File: config.mk
export PLATFORM = sky130hd
export DESIGN_NAME = pm2_queue
export DESIGN_NICKNAME = d
export VERILOG_FILES = /design/src/rtl/pm2_pkg.sv /design/src/rtl/pm2_queue.sv
export SDC_FILE = /design/constraint.sdc
export NUM_CORES = 1
export LEC_CHECK = 0
export BUFFER_PORTS_ARGS = -buffer_cell sky130_fd_sc_hd__buf_2
export CORE_UTILIZATION = 55
export CTS_CLUSTER_DIAMETER = 150
export DETAILED_ROUTE_END_ITERATION = 8
export PLACE_DENSITY = 0.83
export SETUP_SLACK_MARGIN = 0.05
export SYNTH_ARGS = -nofsm -noshare
export SYNTH_HDL_FRONTEND = slang
export SYNTH_SLANG_ARGS = --single-unit
File: constraint.sdc
create_clock -name clk -period 4.65 [get_ports clk]
set_clock_uncertainty 0.05 [all_clocks]
set_input_delay 0.6975 -clock clk [delete_from_list [all_inputs] [get_ports clk]]
set_output_delay 0.6975 -clock clk [all_outputs]
set_load 0.02 [all_outputs]
File: src/rtl/pm2_pkg.sv
// Shared types and constants for the 2-D prefix-max block.
// Used by pm2_front, pm2_queue, pm2_back and prefix_max_2d_unit.
`timescale 1ns / 1ps

package pm2_pkg;

  localparam int MAX_COLS = 1024;
  localparam int COL_W    = $clog2(MAX_COLS);
  localparam int LEN_W    = COL_W + 1;
  localparam int DATA_W   = 32;
  localparam int Q_DEPTH  = 2;
  localparam int QCNT_W   = $clog2(Q_DEPTH + 1);

  localparam logic [LEN_W-1:0] LEN_RESET = LEN_W'(MAX_COLS);

  // classified item handed from front to back
  typedef struct packed {
    logic signed [DATA_W-1:0] value;
    logic [COL_W-1:0]         col;
    logic                     use_left;
    logic                     use_prev;
    logic                     last;
  } item_t;

  typedef struct packed {
    logic empty;
    logic full;
  } q_stat_t;

  typedef struct packed {
    logic              s2_valid;
    logic [QCNT_W-1:0] ob_count;
  } bk_stat_t;

endpackage

File: src/rtl/pm2_queue.sv
// Two-entry item queue between front and back ends.
// Depends on pm2_pkg.
`timescale 1ns / 1ps

module pm2_queue (
  input  logic              clk,
  input  logic              rst,
  input  logic              push,
  input  pm2_pkg::item_t    push_item,
  input  logic              pop,
  output pm2_pkg::item_t    head,
  output pm2_pkg::q_stat_t  stat
);

  pm2_pkg::item_t                entries [pm2_pkg::Q_DEPTH];
  logic                          wr_ptr;
  logic                          rd_ptr;
  logic [pm2_pkg::QCNT_W-1:0]    count;
  logic                          do_push;
  logic                          do_pop;

  assign stat.empty = (count == '0);
  assign stat.full  = (count == pm2_pkg::QCNT_W'(pm2_pkg::Q_DEPTH));
  assign do_push    = push && !stat.full;
  assign do_pop     = pop && !stat.empty;
  assign head       = entries[rd_ptr];

  always_ff @(posedge clk) begin
    if (do_push) begin
      entries[wr_ptr] <= push_item;
    end
  end

  always_ff @(posedge clk) begin
    if (rst) begin
      wr_ptr <= 1'b0;
      rd_ptr <= 1'b0;
      count  <= '0;
    end else begin
      if (do_push) begin
        wr_ptr <= !wr_ptr;
      end
      if (do_pop) begin
        rd_ptr <= !rd_ptr;
      end
      case ({do_push, do_pop})
        2'b10:   count <= count + pm2_pkg::QCNT_W'(1);
        2'b01:   count <= count - pm2_pkg::QCNT_W'(1);
        default: count <= count;
      endcase
    end
  end

endmodule

==> summary.md <==
| Metric | Value |
|---|---|
| Port bufs | `95` |
| Critical setup path kind | `reg -> out` |
| Core area | `5990 um2` |
| P_leak | `1.59 nW` |
| DR vias/cell | `5.14` |
| Postcts setup bufs | `0` |
| Endpoints failing setup | `0` |
| Die W | `81.3 um` |
| Max Clock Freq | `0.362 GHz` |
| Clock power frac | `0.236` |
| Synthesized flop and latch total | `95` |
| CP peak stage delay | `1040 ps` |
| Crit-path leading delay family | `flip-flops` |
| Critical-path top delay cell | `dfxtp_2` |
| Switch Pwr | `730 uW` |
| Ratio of final minimum period to clock period | `0.593` |
| Ys Warns | `0` |
| Worst path cell trace | `mux2_2 -> buf_2` |
| Clock Sinks | `95` |
| Drt wl/cell | `16.4 um` |
| Clock-pin slew on the worst setup and hold paths | `90 ps` |
| Cell count after synthesis | `166` |
| First-pass GRT wire length | `8340 um` |
| Starting Density | `0.577` |
| Mean Syn Cell Area | `20.8 um2` |
| Total GRT Usage | `0.181` |
| Reg-to-reg slack, setup | `2500 ps` |
| Hold WC Path Type | `reg -> reg` |
| Worst R2R Start | `count[0]` |
| R2R depth | `4` |
| Vias in the first global route | `1789` |
| CTS tree | `yes` |
| Layout net count | `317` |
| Clk root buf | `clkbuf_8` |
| PwrDens | `569 nW/um2` |
| Slew HR | `0.271` |
| Site Rows | `28` |
| Post-CTS Resized | `0` |
| Mapped Area | `3460 um2` |
| ANT cells | `0` |
| Initial antenna violation count | `0` |
| Share of layout cells above drive strength 1 | `0.585` |
| Aggregate global routing overflow | `0` |
| Vias | `1783` |
| Min Clock Period, post-route | `2760 ps` |
| Number of fill cells | `402` |
| # DRC | `0` |
| Data required, critical path | `3900 ps` |
| Synthesized Nets | `216` |
| Routability cong. | `0.684` |
| Post-Route WL | `5680 um` |
| Sequential power share | `0.490` |
| Clock Latency Late Sink | `350 ps` |
| Max Cap Viol | `0` |
| Hold Violations, Final | `0` |
| VDD IR max | `576 uV` |
| Cell internal pwr | `1.67 mW` |
| Final Instance Area | `4220 um2` |
| RSZ-0062 raised after global routing | `false` |
| Largest fanout on the critical path | `45` |
| I/O Pins | `96` |
| Outcome | `finished clean` |
| Worst Tran Pin Value | `1090 ps` |
| Largest net degree at the start of global routing | `46` |
| Die H | `81.3 um` |
| Clock Path Buffers | `2` |
| Die footprint | `6610 um2` |
| CTS buffer count | `9` |
| Post-route ant nets | `0` |
| Min-delay src | `wr_ptr` |
| First DRT Iteration DRCs | `108` |
| Drt pass-1 iters | `4` |
| Most frequent cells in the layout | `buf_2, edfxtp_1, mux2_2` |
| Combinational share of power | `0.274` |
| Critical Path End Type | `output pin` |
| Slew Viols, Final | `0` |
| Startpoint Class | `flip-flop` |
| Hold Crit Depth | `2` |
| Hold Path End | `wr_ptr` |
| FF-to-FF End | `entries[0][28]` |
| Switching Share | `0.304` |
| H-tree levels | `3` |
| Unique masters post-synth | `17` |
| WHS | `436 ps` |
| Area delta synth->final | `22.0%` |
| Dpl hpwl | `3540 um` |
| Register area share after synthesis | `0.810` |
| WP buf/inv | `1` |
| Commonest non-fill, non-tap cell in the layout | `buf_2` |
| WP data arrival | `2010 ps` |
| Hold_buf cts | `0` |
| Placed cell area | `4010 um2` |
| Setup_tns | `0 ps` |
-- layout make-up --
class,instances,area (um2),area share
clock inverter,6,85.1,0.0202
multi-input combinational,63,621,0.147
timing repair buffer,95,475,0.113
tap,75,93.8,0.0222
inverter,3,11.3,0.00267
sequential,95,2800,0.665
clock buffer,10,128,0.0303
-- cell usage after synthesis --
master     n  share of area
dfxtp_1    5          0.029
or3_1      2         0.0036
nand2_1    1         0.0011
xnor2_1    2         0.0051
xor2_1     1         0.0025
buf_2      5         0.0072
a21oi_1    2         0.0029
and3_1     1         0.0018
o21ai_0    2         0.0029
inv_1      2         0.0022
o21a_1     1         0.0022
edfxtp_1  90           0.78
nand2b_2   1         0.0025
nor2_1     4         0.0043
mux2_2    45           0.15
ha_1       1         0.0036
inv_2      1         0.0011
-- stage by stage --
stage	power [mW]	std cells	worst slack, ps	util
floorplan	1.65	166	2220	-
global placement	1.84	331	2250	0.669
detailed placement	1.86	331	2230	0.669
CTS	2.42	347	1840	0.704
global route	2.51	347	1770	0.704
finish	2.40	347	1890	0.704
-- state kept, by name, indices dropped and copies added (netlist names), named ones only --
signal / cells
count: 2
entries: 90
rd_ptr: 1
wr_ptr: 1
-- power by group through the flow --
| stage | sequential [mW] | clock, mW | combinational, mW |
|---|---|---|---|
| CTS | 1.18 | 0.574 | 0.667 |
| global route | 1.20 | 0.609 | 0.707 |
| global placement | 1.19 | 0 | 0.655 |
| detailed placement | 1.20 | 0 | 0.663 |
| floorplan | 1.13 | 0 | 0.518 |
| finish | 1.18 | 0.565 | 0.657 |
-- how the worst max path moves through the flow --
stage | startpoint | cells past startpoint | to | slack, ps
after floorplan | push | 3 | entries[0][0] | 2220
after global placement | flip-flop | 2 | head[37] | 2250
after detailed placement | push | 4 | entries[0][31] | 2230
after CTS | flip-flop | 2 | head[37] | 1840
after global routing | flip-flop | 2 | head[37] | 1770
final | flip-flop | 2 | head[37] | 1890
-- routing by layer --
layer	up-vias	GRT usage	wire (um)	part of all wire
met5	-	0	0	0
met4	0	0.104	128	0.023
met3	11	0.0461	322	0.057
met2	63	0.294	2850	0.50
met1	866	0.221	2380	0.42
li1	843	-	-	-
-- kinds of logic (layout without fill, tap and decap cells) --
family,after synthesis,count (layout),synth area share
fa+ha+maj,1,1,0.00362
simple gates,9,9,0.0134
compound gates,5,5,0.00796
mux,45,45,0.147
flops,95,95,0.810
buf+inv,8,114,0.0105
xor+xnor,3,3,0.00760
-- worst register-to-register path, delay by kind of cell (launching register included) --
family                 cells  cell delay, ps
buffers and inverters      2             760
and+or+nand+nor            2             530
DFF                        1             420
Note: power is estimated with default switching activity, not from simulation.
