[src/rtl/pm2_pkg.sv]
// Shared types and constants for the 2-D prefix-max block.
// Used by pm2_front, pm2_queue, pm2_back and prefix_max_2d_unit.
`timescale 1ns / 1ps

package pm2_pkg;

  localparam int MAX_COLS = 1024;
  localparam int COL_W    = $clog2(MAX_COLS);
  localparam int LEN_W    = COL_W + 1;
  localparam int DATA_W   = 32;
  localparam int Q_DEPTH  = 2;
  localparam int QCNT_W   = $clog2(Q_DEPTH + 1);

  localparam logic [LEN_W-1:0] LEN_RESET = LEN_W'(MAX_COLS);

  // classified item handed from front to back
  typedef struct packed {
    logic signed [DATA_W-1:0] value;
    logic [COL_W-1:0]         col;
    logic                     use_left;
    logic                     use_prev;
    logic                     last;
  } item_t;

  typedef struct packed {
    logic empty;
    logic full;
  } q_stat_t;

  typedef struct packed {
    logic              s2_valid;
    logic [QCNT_W-1:0] ob_count;
  } bk_stat_t;

endpackage

[src/rtl/pm2_front.sv]
// Front end: takes input items, tracks row/column position, classifies each item.
// Depends on pm2_pkg.
`timescale 1ns / 1ps

module pm2_front (
  input  logic                             clk,
  input  logic                             rst,
  input  logic                             accept,
  input  logic signed [pm2_pkg::DATA_W-1:0] value,
  input  logic                             frame_start,
  input  logic                             cfg_we,
  input  logic [pm2_pkg::LEN_W-1:0]        cfg_data,
  output pm2_pkg::item_t                   item
);

  logic [pm2_pkg::LEN_W-1:0] row_length;
  logic [pm2_pkg::LEN_W-1:0] len_eff;
  logic [pm2_pkg::COL_W-1:0] col;
  logic [pm2_pkg::COL_W-1:0] col_next;
  logic                      in_first_row;
  logic                      in_first_row_next;
  logic [pm2_pkg::COL_W-1:0] c;
  logic                      first;
  logic                      last;

  always_ff @(posedge clk) begin
    if (rst) begin
      row_length <= pm2_pkg::LEN_RESET;
    end else if (cfg_we) begin
      row_length <= cfg_data;
    end
  end

  // zero acts as one, anything past the line store acts as its size
  always_comb begin
    if (row_length == '0) begin
      len_eff = pm2_pkg::LEN_W'(1);
    end else if (row_length > pm2_pkg::LEN_W'(pm2_pkg::MAX_COLS)) begin
      len_eff = pm2_pkg::LEN_W'(pm2_pkg::MAX_COLS);
    end else begin
      len_eff = row_length;
    end
  end

  always_comb begin
    c     = frame_start ? '0 : col;
    first = frame_start ? 1'b1 : in_first_row;
    last  = ({1'b0, c} + pm2_pkg::LEN_W'(1)) >= len_eff;
    col_next          = last ? '0 : c + pm2_pkg::COL_W'(1);
    in_first_row_next = last ? 1'b0 : first;
    item.value    = value;
    item.col      = c;
    item.use_left = (c != '0);
    item.use_prev = !first;
    item.last     = last;
  end

  always_ff @(posedge clk) begin
    if (rst) begin
      col          <= '0;
      in_first_row <= 1'b1;
    end else if (accept) begin
      col          <= col_next;
      in_first_row <= in_first_row_next;
    end
  end

endmodule

[config.mk]
export PLATFORM = sky130hd
export DESIGN_NAME = pm2_front
export DESIGN_NICKNAME = d
export VERILOG_FILES = /design/src/rtl/pm2_pkg.sv /design/src/rtl/pm2_front.sv
export SDC_FILE = /design/constraint.sdc
export NUM_CORES = 1
export LEC_CHECK = 0
export BUFFER_PORTS_ARGS = -buffer_cell sky130_fd_sc_hd__buf_2
export CAP_MARGIN = 20
export CORE_AREA = 4 4 81 83
export CTS_CLUSTER_DIAMETER = 40
export CTS_CLUSTER_SIZE = 8
export DETAILED_ROUTE_END_ITERATION = 6
export DIE_AREA = 0 0 85 87
export GPL_TIMING_DRIVEN = 0
export MAX_ROUTING_LAYER = met4
export PLACE_DENSITY = 0.58
export SLEW_MARGIN = 15
export SYNTH_ARGS = -nofsm -noshare
export SYNTH_HDL_FRONTEND = slang
export SYNTH_SLANG_ARGS = --single-unit
export TNS_END_PERCENT = 1
[constraint.sdc]
create_clock -name clk -period 3.51 [get_ports clk]
set_input_delay 0.351 -clock clk [delete_from_list [all_inputs] [get_ports clk]]
set_output_delay 0.351 -clock clk [all_outputs]
set_load 0.005 [all_outputs]
==> metrics.txt <==
share of layout cells above drive strength 1=0.422; worst-path cell chain=buf_2, buf_4, nand2b_4, inv_2, ha_2, nand4_1, nor3_2, xor2_1, ha_1, a21oi_1, o21ai_0, a21oi_1, and2_4, inv_1, buf_4, buf_2; initial antenna violation count=0; slew margin rel.=0.684; worst-path fanout max=10; htree depth=1; hold endpoint=row_length[10]; Critical Path Max Stage Delay=0.30 ns; final cell area excluding filler cells=0.00215 sq mm; Syn-to-layout area delta=27.4%; Async SR Flop Fraction=0; R2R Path End=in_first_row; post-synthesis cell area=0.00169 sq mm; syn_nets=265; final worst slack=0.258 ns; Slew @ Worst Pin=0.474 ns; Max clock buf depth=2; CTS Buf Count=3; Core ar.=0.00585 sq mm; Top delay family on crit path=simple AND/OR/NAND/NOR gates; Root Buffer=clkbuf_8; max cap viols=0; Final Skew=0.00364 ns; crit path launch type=input pin; FP Rows=28; P per Cell Area=253 mW/mm^2; Fmax achieved=0.308 GHz; CTS hold repair buffers=0; Die Ht=87 um; chip width=85 um; GRT Total Usage=0.110; Slew Limit Fails=0; Final period util=0.926; Distinct cells, synth=35; Post-Syn Instances=204; CP Class=input pin to output port; remaining antenna violation count=0; CTS tree=yes; Synth Register Bits=22; Pleak=1.09 nW; CP Capture Type=output port; slowest cell on the critical path=ha_1; I/O Buffers=60; RSZ-0062 raised after global routing=false; Top FF cell, synth=dfxtp_1; endpoints failing hold=0; Detail Placement HPWL=3.28 mm; pin count of the biggest net entering global routing=12; status=complete, no violations; worst hold-check path type=input pin to register; vias=1,510; CTS clk-pin slew, worst paths=0.07 ns; WHS Path Cells=3; Via density=4.40; Ant. Diodes=0; die area=0.00740 sq mm; peak supply drop=0.000179 V; vias in the first global route=1,445; 1st-iter DRT viols=61; # DRC=0; total grt overflow=0; Worst Path Required=3.16 ns; Arr. time, crit path=2.90 ns; Routed WL=3.99 mm; hold_sp=cfg_data[10]; WP buf/inv=6; routed length per instance=11.6 um; pre-CTS WS=0.160 ns; Placer Congestion=0.815; Ys Warns=0; FF-to-FF Start=col[1]; IO Pins=93; Synth Area per Inst=8.29 sq um; Post-DP Area=0.00209 sq mm; Initial Util=0.289; Layout fillers=607; Worst-Skew Late Latency=0.26 ns; flop2flop setup slack=0.72 ns; setup TNS=0 ns; Post-synth EDFFs=0; clk sink count=22; DRT Pass-1 Iters=4; global-route wire length before repair=6.49 mm; Finish-stage setup viols=0; post-layout minimum cycle time=3.25 ns; register area share after synthesis=0.260; worst reg2reg path depth=12; nets@finish=331
[worst max path at each step]
stage / start / endpoint / slack, ns / cells past startpoint
5_1_grt: frame_start / item[0] / 0.03 / 16
2_1_floorplan: frame_start / item[0] / 0.81 / 14
3_3_place_gp: frame_start / item[0] / 0.17 / 16
6_report: frame_start / item[0] / 0.26 / 16
4_1_cts: frame_start / item[0] / 0.15 / 16
3_5_place_dp: frame_start / item[0] / 0.16 / 16
[cell type report]
class | instances | area, sq um | share of cell area
sequential | 22 | 440 | 0.204
timing repair buffer | 61 | 308 | 0.143
inverter | 7 | 26.3 | 0.0122
buffer | 41 | 285 | 0.132
multi-input combinational | 134 | 960 | 0.445
tap | 75 | 93.8 | 0.0436
clock buffer | 3 | 41.3 | 0.0192
[cells in the final DEF (no fill, tap or decap), types with 6 or more instances in the layout]
| cell | n |
|---|---|
| nor2b_1 | 6 |
| dfxtp_1 | 22 |
| buf_2 | 63 |
| nor2_1 | 14 |
| mux2i_1 | 10 |
| nand4_1 | 13 |
| buf_4 | 35 |
| ha_1 | 12 |
| a21oi_1 | 17 |
| nand2_1 | 14 |
| nand2b_1 | 8 |
[flip-flops by register name (all words and copies together) (netlist names)]
register / count
row_length: 11
col: 10
in_first_row: 1
[routing by layer]
layer	vias up	global-route usage	share of wire
met4	0	0.0259	0.0085
met3	5	0.0284	0.094
met1	649	0.149	0.47
met5	-	-	0
met2	64	0.162	0.42
li1	792	-	-
[power breakdown]
part,total [W],internal [W],switching (W)
Sequential,0.000268,0.000259,0.00000874
Combinational,0.000123,0.0000699,0.0000527
Clock,0.000154,0.0000766,0.0000776
[logic make-up after synthesis]
logic type | synth area share
and+or+nand+nor | 0.274
DFF | 0.260
xor gates and xnor gates | 0.0459
buffers and inverters | 0.184
AOI/OAI and AO/OA | 0.0799
muxes | 0.0592
adders and majority gates | 0.0962
[tightest hold or removal path, stage by stage]
cell and delay, ns:
buf_2 0.07, nand2_1 0.04, o211ai_1 0.06
[synthesized netlist by cell type, types with 4 or more instances]
cell type | n | share of area
a21oi_1 | 17 | 0.050
o21ai_0 | 5 | 0.015
clkbuf_1 | 4 | 0.0089
inv_1 | 6 | 0.013
xor2_1 | 5 | 0.026
dfxtp_1 | 22 | 0.26
nand4_1 | 13 | 0.048
ha_1 | 13 | 0.096
nor2_1 | 14 | 0.031
mux2i_1 | 10 | 0.059
buf_4 | 34 | 0.15
nor2b_1 | 7 | 0.026
nand2_1 | 14 | 0.031
nand2b_1 | 9 | 0.033
[stage by stage]
step,util,hold WS [ns],instances,total power (W)
floorplan,-,0.442,204,0.000349
global placement,0.357,0.458,339,0.000392
detailed placement,0.357,0.459,339,0.000394
CTS,0.364,0.299,342,0.000550
global route,0.368,0.319,343,0.000577
finish,0.368,0.305,343,0.000545
[timing repair]
| action | 4_1_cts | 5_1_grt |
|---|---|---|
| gates resized for setup | 0 | 6 |
| buffers inserted | 0 | 1 |
| setup endpoints to repair | 0 | 1 |
(Power assumes the default switching activity.)
